===== config.mk =====
export PLATFORM = sky130hd
export DESIGN_NAME = etc1_block_texel_decoder_core
export DESIGN_NICKNAME = d
export VERILOG_FILES = /design/src/etc1_pkg.sv /design/src/etc1_block_texel_decoder_core.sv /design/src/etc1_base_dec.sv /design/src/etc1_texel.sv
export SDC_FILE = /design/constraint.sdc
export NUM_CORES = 1
export LEC_CHECK = 0
export BUFFER_PORTS_ARGS = -buffer_cell sky130_fd_sc_hd__buf_2
export CORE_MARGIN = 2
export CORE_UTILIZATION = 45
export CTS_CLUSTER_DIAMETER = 60
export DETAILED_ROUTE_END_ITERATION = 8
export GPL_TIMING_DRIVEN = 0
export PLACE_DENSITY = 0.67
export SETUP_SLACK_MARGIN = 0.3
export SLEW_MARGIN = 0
export SYNTH_ARGS = -nofsm -noshare
export SYNTH_HDL_FRONTEND = slang
export SYNTH_SLANG_ARGS = --single-unit

===== constraint.sdc =====
create_clock -name clk_i -period 13.12 [get_ports clk_i]
set_input_delay 0.656 -clock clk_i [delete_from_list [all_inputs] [get_ports clk_i]]
set_output_delay 0.656 -clock clk_i [all_outputs]
set_load 0.01 [all_outputs]

===== src/etc1_pkg.sv =====
// ----------------------------------------------------------------------------
// etc1_pkg
// shared types, constants and the modifier table for the etc1 block decoder
// ----------------------------------------------------------------------------
package etc1_pkg;

  localparam int unsigned TexelsPerBlock = 16;
  localparam int unsigned TexelIdxW      = 4;

  // control word bit positions
  localparam int unsigned CtlFlipBit = 0;
  localparam int unsigned CtlDiffBit = 1;

  typedef struct packed {
    logic [7:0] red;
    logic [7:0] green;
    logic [7:0] blue;
  } color_t;

  // widened base colors of the two sub-blocks
  typedef struct packed {
    color_t     one;
    color_t     two;
    logic [2:0] tab_one;
    logic [2:0] tab_two;
    logic       flip;
  } bases_t;

  typedef struct packed {
    color_t     color;
    logic [7:0] alpha;
    logic [1:0] column;
    logic [1:0] row;
    logic       last_texel;
  } texel_t;

  // modifier magnitude, small row when lo is 0, large row when lo is 1
  function automatic logic [7:0] mod_mag(input logic lo, input logic [2:0] tab);
    logic [7:0] m;
    unique case ({lo, tab})
      4'h0: m = 8'd2;
      4'h1: m = 8'd5;
      4'h2: m = 8'd9;
      4'h3: m = 8'd13;
      4'h4: m = 8'd18;
      4'h5: m = 8'd24;
      4'h6: m = 8'd33;
      4'h7: m = 8'd47;
      4'h8: m = 8'd8;
      4'h9: m = 8'd17;
      4'hA: m = 8'd29;
      4'hB: m = 8'd42;
      4'hC: m = 8'd60;
      4'hD: m = 8'd80;
      4'hE: m = 8'd106;
      4'hF: m = 8'd183;
      default: m = 8'd0;
    endcase
    return m;
  endfunction

endpackage


===== src/etc1_block_texel_decoder_core.sv =====
// ----------------------------------------------------------------------------
// etc1_block_texel_decoder_core
// etc1 4x4 block decoder emitting sixteen rgba8 texels per block
// ----------------------------------------------------------------------------
// usage:
//   - a block transaction is taken at a rising edge with start_i high and
//     busy_o low; index_bits_i, control_word_i and alpha_bits_i are captured
//   - results come out one texel per cycle in row-major order, each marked
//     by result_valid_o for exactly one cycle; last_texel_o flags texel 15
//   - the first texel is computed from the block register and reaches the
//     ports through the result register
//   - blocks are taken one at a time, set by the single texel path behind
//     the block register; busy_o drops during the cycle texel 15 is
//     computed so the next block loads with no gap on the result stream
//   - the receiver cannot stall; results are never held back
//   - cfg channel: with_alpha is written when cfg_valid_i and cfg_ready_o
//     are both high; write it only while no block is in flight
//   - reset clears the sequencer, the result strobe and with_alpha to 0
// ----------------------------------------------------------------------------
module etc1_block_texel_decoder_core (
  input  logic        clk_i,
  input  logic        rst_ni,
  // block transaction
  input  logic        start_i,
  output logic        busy_o,
  input  logic [31:0] index_bits_i,
  input  logic [31:0] control_word_i,
  input  logic [63:0] alpha_bits_i,
  // configuration
  input  logic        cfg_valid_i,
  output logic        cfg_ready_o,
  input  logic        cfg_data_i,
  // texel results
  output logic        result_valid_o,
  output logic [7:0]  red_o,
  output logic [7:0]  green_o,
  output logic [7:0]  blue_o,
  output logic [7:0]  alpha_o,
  output logic [1:0]  column_o,
  output logic [1:0]  row_o,
  output logic        last_texel_o
);

  localparam logic [etc1_pkg::TexelIdxW-1:0] LastIdx =
    etc1_pkg::TexelIdxW'(etc1_pkg::TexelsPerBlock - 1);

  logic                            accept;
  logic                            active_d, active_q;
  logic [etc1_pkg::TexelIdxW-1:0]  cnt_d, cnt_q;
  logic                            with_alpha_q;
  logic [31:0]                     index_q;
  logic [31:0]                     ctl_q;
  logic [63:0]                     abits_q;
  etc1_pkg::bases_t                bases;
  etc1_pkg::texel_t                texel;
  etc1_pkg::texel_t                res_q;
  logic                            res_valid_q;

  // busy releases on the final texel so blocks run back to back
  assign busy_o      = active_q && (cnt_q != LastIdx);
  assign accept      = start_i && !busy_o;
  assign cfg_ready_o = 1'b1;

  // texel sequencer
  always_comb begin
    active_d = active_q;
    cnt_d    = cnt_q;
    if (accept) begin
      active_d = 1'b1;
      cnt_d    = '0;
    end else if (active_q) begin
      cnt_d = cnt_q + 1'b1;
      if (cnt_q == LastIdx) begin
        active_d = 1'b0;
      end
    end
  end

  always_ff @(posedge clk_i or negedge rst_ni) begin
    if (!rst_ni) begin
      active_q     <= 1'b0;
      cnt_q        <= '0;
      with_alpha_q <= 1'b0;
      res_valid_q  <= 1'b0;
    end else begin
      active_q    <= active_d;
      cnt_q       <= cnt_d;
      res_valid_q <= active_q;
      if (cfg_valid_i && cfg_ready_o) begin
        with_alpha_q <= cfg_data_i;
      end
    end
  end

  // block register, payload only
  always_ff @(posedge clk_i) begin
    if (accept) begin
      index_q <= index_bits_i;
      ctl_q   <= control_word_i;
      abits_q <= alpha_bits_i;
    end
  end

  etc1_base_dec u_base_dec (
    .control_word_i (ctl_q),
    .bases_o        (bases)
  );

  etc1_texel u_texel (
    .bases_i      (bases),
    .index_bits_i (index_q),
    .alpha_bits_i (abits_q),
    .with_alpha_i (with_alpha_q),
    .texel_i      (cnt_q),
    .texel_o      (texel)
  );

  // result register
  always_ff @(posedge clk_i) begin
    if (active_q) begin
      res_q <= texel;
    end
  end

  assign result_valid_o = res_valid_q;
  assign red_o          = res_q.color.red;
  assign green_o        = res_q.color.green;
  assign blue_o         = res_q.color.blue;
  assign alpha_o        = res_q.alpha;
  assign column_o       = res_q.column;
  assign row_o          = res_q.row;
  assign last_texel_o   = res_q.last_texel;

endmodule


===== src/etc1_base_dec.sv =====
// ----------------------------------------------------------------------------
// etc1_base_dec
// decodes the control word into the two widened sub-block base colors
// ----------------------------------------------------------------------------
module etc1_base_dec (
  input  logic [31:0]     control_word_i,
  output etc1_pkg::bases_t bases_o
);

  logic diff;

  function automatic logic [7:0] widen5(input logic [4:0] x);
    return {x, x[4:2]};
  endfunction

  // one color byte into base one and base two
  function automatic logic [15:0] dec_byte(input logic [7:0] b, input logic d);
    logic [4:0] b1;
    logic [4:0] b2;
    logic [15:0] r;
    b1 = b[7:3];
    b2 = b1 + {{2{b[2]}}, b[2:0]};  // wraps to 5 bits
    if (d) begin
      r = {widen5(b1), widen5(b2)};
    end else begin
      r = {b[7:4], b[7:4], b[3:0], b[3:0]};  // nibble times 17
    end
    return r;
  endfunction

  logic [15:0] red_pair;
  logic [15:0] green_pair;
  logic [15:0] blue_pair;

  assign diff       = control_word_i[etc1_pkg::CtlDiffBit];
  assign red_pair   = dec_byte(control_word_i[31:24], diff);
  assign green_pair = dec_byte(control_word_i[23:16], diff);
  assign blue_pair  = dec_byte(control_word_i[15:8], diff);

  always_comb begin
    bases_o.one.red    = red_pair[15:8];
    bases_o.one.green  = green_pair[15:8];
    bases_o.one.blue   = blue_pair[15:8];
    bases_o.two.red    = red_pair[7:0];
    bases_o.two.green  = green_pair[7:0];
    bases_o.two.blue   = blue_pair[7:0];
    bases_o.tab_one    = control_word_i[7:5];
    bases_o.tab_two    = control_word_i[4:2];
    bases_o.flip       = control_word_i[etc1_pkg::CtlFlipBit];
  end

endmodule


===== src/etc1_texel.sv =====
// ----------------------------------------------------------------------------
// etc1_texel
// computes one texel from the block bases, index bits and alpha nibbles
// ----------------------------------------------------------------------------
module etc1_texel (
  input  etc1_pkg::bases_t                  bases_i,
  input  logic [31:0]                       index_bits_i,
  input  logic [63:0]                       alpha_bits_i,
  input  logic                              with_alpha_i,
  input  logic [etc1_pkg::TexelIdxW-1:0]    texel_i,     // row-major {row, column}
  output etc1_pkg::texel_t                  texel_o
);

  logic [1:0] col;
  logic [1:0] row;
  logic [3:0] k;
  logic       lo;
  logic       hi;
  logic       sub;
  logic [2:0] tab;
  logic [7:0] mag;
  logic [9:0] offs;
  logic [3:0] nib;
  etc1_pkg::color_t base;

  function automatic logic [7:0] add_clamp(input logic [7:0] b, input logic [9:0] o);
    logic [9:0] s;
    logic [7:0] r;
    s = {2'b00, b} + o;
    if (s[9]) begin
      r = 8'd0;
    end else if (s[8]) begin
      r = 8'd255;
    end else begin
      r = s[7:0];
    end
    return r;
  endfunction

  assign row = texel_i[3:2];
  assign col = texel_i[1:0];
  assign k   = {col, row};  // column-major bit position
  assign lo  = index_bits_i[{1'b0, k}];
  assign hi  = index_bits_i[{1'b1, k}];
  assign sub = bases_i.flip ? row[1] : col[1];
  assign tab = sub ? bases_i.tab_two : bases_i.tab_one;
  assign base = sub ? bases_i.two : bases_i.one;
  assign mag = etc1_pkg::mod_mag(lo, tab);
  assign offs = hi ? (10'd0 - {2'b00, mag}) : {2'b00, mag};
  // nibble index equals k: byte col*2+row/2, high nibble on odd rows
  assign nib = alpha_bits_i[{k, 2'b00} +: 4];

  always_comb begin
    texel_o.color.red   = add_clamp(base.red, offs);
    texel_o.color.green = add_clamp(base.green, offs);
    texel_o.color.blue  = add_clamp(base.blue, offs);
    texel_o.alpha       = with_alpha_i ? {nib, nib} : 8'hFF;
    texel_o.column      = col;
    texel_o.row         = row;
    texel_o.last_texel  = (col == 2'd3) && (row == 2'd3);
  end

endmodule


# Yosys cells after proc, flatten, opt, wreduce, memory -nomap -nowiden
# Memories as Yosys holds them, arrays and structs flattened.
# Cells that the tools add are included.
[word_totals] register_bits=172 mem_bits_ro=128 output_inout_bits=40 word_cells=54 mem_count=1
[mem_list] memory="(name not given)" depth=16 word_bits=8 read_ports=1 rd_ports_with_merged_regs=0 wr=0 line="etc1_pkg.sv:40" source="unique case ({lo, tab})"
[classes] addsub=8 magnitude_cmp=2 n_eq_ne=4 n_shift=1 mux=19 reduce_logical=5
[op_table] cell="$shiftx A64 B7 Y4" n=1
[op_table] cell="$mux W12" n=3
[op_table] cell="$add A8 B10 Y10" n=3
[op_table] cell="$mux W24" n=1
[op_table] cell="$mux W8" n=3
[op_table] cell="$add A5 B5 Y5" n=3
[op_table] cell="$mux W10" n=1
[op_table] cell="$sub A1 B8 Y9 const A" n=1
[op_table] cell="$bmux W1 S4" n=2
[op_table] cell="$mux W4" n=2
[op_table] cell="$lt A4 B6 Y1 const B" n=1
[op_table] cell="$lt A5 B6 Y1 const B" n=1
[op_table] cell="$mux W1" n=6
[op_table] cell="$add A4 B1 Y4 const B" n=1
[op_table] cell="$eq A2 B2 Y1 const B" n=2
[op_table] cell="$eq A4 B4 Y1 const B" n=1
[op_table] cell="$ne A4 B4 Y1 const B" n=1
[op_table] cell="$logic_and A1 B1 Y1" n=3
[op_table] cell="$mux W3" n=1
[op_table] cell="$reduce_bool A2 Y1" n=1
[op_table] cell="$logic_not A1 Y1" n=1

# Depth between registers and ports, before layout
# An unclocked memory read counts as a cell.
[depth] depth_word=7 mapped_depth=23 ltp_nobuf=20

# Modules after synthesis
# Synthesis repeated with hierarchy kept, for this count alone.
[hier_totals] cells_unflattened=713 hier_area_um2=9584.2
[modules_own_cells] mod="etc1_block_texel_decoder_core" n_inst=1 cells_per_inst=195 area_each_um2=5287.6
[modules_own_cells] mod="etc1_texel" n_inst=1 cells_per_inst=371 area_each_um2=3266.9
[modules_own_cells] mod="etc1_base_dec" n_inst=1 cells_per_inst=147 area_each_um2=1029.7

# Worst setup path before layout
# No wires, ideal clock.
[synth_path] kind="register to register" from="reg cnt_q[3] (netlist name)" to="reg abits_q[0] (enable)" setup_ps=503 arrival_ps=4557 t_required_ps=12617 path_slack_ps=8060 stages_incl_launch_ff=7 path_buffers=3 synth_period_minus_slack_ps=5060 cell_sequence="dfrtp_1 > buf_2 > buf_1 > buf_1 > and3_1 > nand2b_1 > and2_1"
[synth_between] elab_chain_len=4
[synth_lines] item="start: declaration" line="etc1_block_texel_decoder_core.sv:49" source="logic [etc1_pkg::TexelIdxW-1:0] cnt_d, cnt_q;"
[synth_lines] item="start signal: assignment" line="etc1_block_texel_decoder_core.sv:87" source="cnt_q <= cnt_d;"
[synth_lines] item="$ne A4 B4 Y1" line="etc1_block_texel_decoder_core.sv:60" source="assign busy_o = active_q && (cnt_q != LastIdx);"
[synth_lines] item="$logic_and A1 B1 Y1" line="etc1_block_texel_decoder_core.sv:60"
[synth_lines] item="$logic_not A1 Y1" line="etc1_block_texel_decoder_core.sv:61" source="assign accept = start_i && !busy_o;"
[synth_lines] item="$logic_and A1 B1 Y1" line="etc1_block_texel_decoder_core.sv:61"
[synth_lines] item="named net accept" line="etc1_block_texel_decoder_core.sv:47" source="logic accept;"
[synth_lines] item="end signal: assignment" line="etc1_block_texel_decoder_core.sv:100" source="abits_q <= alpha_bits_i;"
[synth_lines] item="end: declaration" line="etc1_block_texel_decoder_core.sv:53" source="logic [63:0] abits_q;"
# The timed path passes the listed nets, and every way through them passes these cells.
# A chain may end at the register's enable or synchronous reset.

# Final worst setup path
[layout_path] from="reg cnt_q[3] (netlist name)" to="reg res_q, in the netlist blue_o[0] (data pin)"
[layout_between] elab_chain_len=7 elab_cells_between_ends=12 cone_classes="add/sub (2); mux (9); memory (1)"
[layout_lines] item="$bmux W1 S4 / $mux W1 (equally long branches)" line="etc1_texel.sv:43, etc1_texel.sv:45"
[layout_lines] item="$mux W1 (implied by the code) / $mux W3 (equally long branches)" line="etc1_texel.sv:43, etc1_texel.sv:46"
[layout_lines] item="$mem_v2 Z16 W8"
[layout_lines] item="$sub A1 B8 Y9" line="etc1_texel.sv:49" source="assign offs = hi ? (10'd0 - {2'b00, mag}) : {2'b00, mag};"
[layout_lines] item="$mux W10" line="etc1_texel.sv:49"
[layout_lines] item="$add A8 B10 Y10 *" line="etc1_texel.sv:29" source="s = {2'b00, b} + o;"
[layout_lines] item="$mux W8" line="etc1_texel.sv:32" source="end else if (s[8]) begin"
[layout_lines] item="end signal: assignment" line="etc1_block_texel_decoder_core.sv:121" source="res_q <= texel;"
[layout_lines] item="end: declaration" line="etc1_block_texel_decoder_core.sv:56" source="etc1_pkg::texel_t res_q;"
# Every way passes the cells marked *; elsewhere a longest branch is shown, timed or not. The select of a mux whose other input is x is not followed.

==> results.ini <==
[setup_path]
crit_required_ns = 13.27
start_kind = flip-flop
cp_data_arrival_time_ns = 5.78
regToRegSetupSlack_ns = 7.49
cp_max_fo = 10
critPathKind = flip-flop to flip-flop
reg2reg_to = blue_o[0]
r2r_cells = 19
critPathCaptureType = flip-flop
regToRegStartpoint = cnt_q[3]

[yosys]
yosysSeqAreaShare_pct = 55.5
synth.avg_cell_area_sq_um = 13.1
syn_nets = 871
synth_cells = 691
async_flop_share_pct = 4.17
synth_ff_type = edfxtp_1
synth_top_cells_by_area = edfxtp_1, mux4_2, ha_1
ys_types = 69
synth_top_area_share_pct = 53.5
syn_area_sq_mm = 0.00903
yosysTopAreaCell = edfxtp_1
ys_ff_latch = 168
synth_edf_count = 161
ys_warn_count = 0

[detailed_routing]
first_pass_iters = 7
via_per_inst = 5.24
drc = 0
wl_per_cell_um = 16.4
ant_nets = 0
drt-initial-drc-count = 307
routed_wl_mm = 19.1
vias = 6092

[finish]
area_delta_synth_final_pct = 20.3
drive_gt1_share_pct = 30.6
final_cell_mix = buf_2, edfxtp_1, a21oi_1, nand2_1, ha_1
nets = 1062
nFillCells = 1662
mostFrequentLayoutCell = buf_2
multi_input_area_sq_mm = 0.00377
ff_latch_area_sq_mm = 0.00501

[global_route]
grt-ovfl-total = 0
grtUsageMet2_pct = 30.2
antenna_found_initial = 2
grtUsageMet1_pct = 23.8
grt_max_degree = 78
use_met3_pct = 4.83
grt_usage_pct = 18.4
top_usage_layer = met2
grt_pass1_wl_mm = 30.7
grt_pass1_vias = 5933

[sta]
worst_slew_pin_slew_ns = 1.07
setup_violations = 0
fin_tns_setup_ns = 0
fin_crit_ns = 5.63
finalClockSkew_ns = 0.0182
fin_crit_sh_pct = 42.9
drv_slew = 0
rsz0062_at_grt = no
fmax_mhz = 178
max_slew_margin_pct = 26.7
hold_viol = 0

[die]
dieArea_sq_mm = 0.0212
rows = 51
core-area_sq_mm = 0.0196
initial_core_util_pct = 46.1
die_x_um = 146
die_height_um = 146
ios = 173

[cts]
cts_setup_buffers = 0
cts.repair.resized = 0
cts_tree = built
htree_levels = 4
clock_sinks = 168
cts_inserted_buffers = 17
cts.path.max_buffers = 2
clk_pin_slew_ns = 0.07
root_buffer = clkbuf_16
clk_latency_ns = 0.44
hold_buffers = 0

[run_status]
outcome = completed

[worst_hold_path]
hold_class = input pin to asynchronous set/reset pin

[placement]
port-buffer-count = 171
gp_congestion = 0.848
dp_hpwl_mm = 14.5

[flow_run]
max_cap_violations = 0

-- synthesized netlist by cell type (13+ instances only) --
library cell,count
a21o_1,16
a21oi_1,70
clkbuf_1,13
edfxtp_1,161
ha_1,41
inv_1,21
mux4_2,28
nand2_1,56
nand2b_1,13
nor2_1,39
o21ai_0,30
xnor2_1,24
xor2_1,13
-- stage by stage --
step / setup slack (ns) / utilization, % / hold slack (ns) / instances / area, sq um
floorplan: 8.06 / - / 0.360 / 691 / 9030
global placement: 6.32 / 52.2 / 0.427 / 1127 / 10200
detailed placement: 7.49 / 52.3 / 0.433 / 1128 / 10200
CTS: 7.49 / 55.4 / 0.0378 / 1160 / 10900
global route: 6.92 / 55.4 / 0.0475 / 1161 / 10900
finish: 7.49 / 55.4 / 0.0476 / 1162 / 10900
-- routing by layer --
layer,wire (um),vias to the layer above
met3,1290,25
met5,0,-
met1,8380,2838
li1,-,3013
met4,320,0
met2,9100,216
-- area by class of cell --
cell class | instances | share of cell area, %
tap | 265 | 3.05
clock buffer | 17 | 3.92
antenna | 2 | 0.0461
buffer | 31 | 1.54
timing repair buffer | 172 | 8.13
clock inverter | 15 | 1.67
multi-input combinational | 470 | 34.7
sequential | 168 | 46.1
inverter | 22 | 0.760
-- cell families after synthesis --
logic type               Yosys count  share of synthesized area, %
AO/OA/AOI/OAI                    175                          12.5
XOR/XNOR                          38                          3.77
adder cells (fa/ha/maj)           49                          7.23
buffers and inverters             53                          2.77
flip-flops                       168                          55.5
multiplexers                      52                          9.88
other                              1                        0.0415
AND/OR/NAND/NOR                  155                          8.34
-- flip-flops by register name, indices dropped and copies added, names as in the netlist, 2 cells and up --
register / flops
blue_o: 8
abits_q: 64
cnt_q: 4
column_o: 2
green_o: 8
ctl_q: 32
row_o: 2
red_o: 8
index_q: 32
alpha_o: 4
-- worst max-delay path by stage --
stage / startpoint / to / slack [ns]
2_1_floorplan: cnt_q[3] / abits_q[0] / 8.06
3_3_place_gp: cnt_q[3] / abits_q[22] / 6.32
3_5_place_dp: cnt_q[3] / blue_o[0] / 7.49
4_1_cts: cnt_q[3] / blue_o[0] / 7.49
5_1_grt: cnt_q[3] / blue_o[3] / 6.92
6_report: cnt_q[3] / blue_o[0] / 7.49
-- critical path: stages (launching register included) --
cell,delay [ns]
dfrtp_1,0.37
buf_2,0.21
mux2_4,0.31
buf_6,0.15
mux2_1,0.41
ha_1,0.31
clkbuf_1,0.27
mux2i_1,0.15
mux2i_1,0.22
inv_1,0.10
o21ai_0,0.82
ha_1,0.39
a21o_1,0.16
a21o_1,0.22
nand3_1,0.11
nor2_1,0.05
o31ai_1,0.28
a21oi_1,0.15
nor3_1,0.58
a21oi_1,0.09
Power is not shown: default switching activity piles up to over one toggle a cycle in this logic, so the estimate is an artifact.
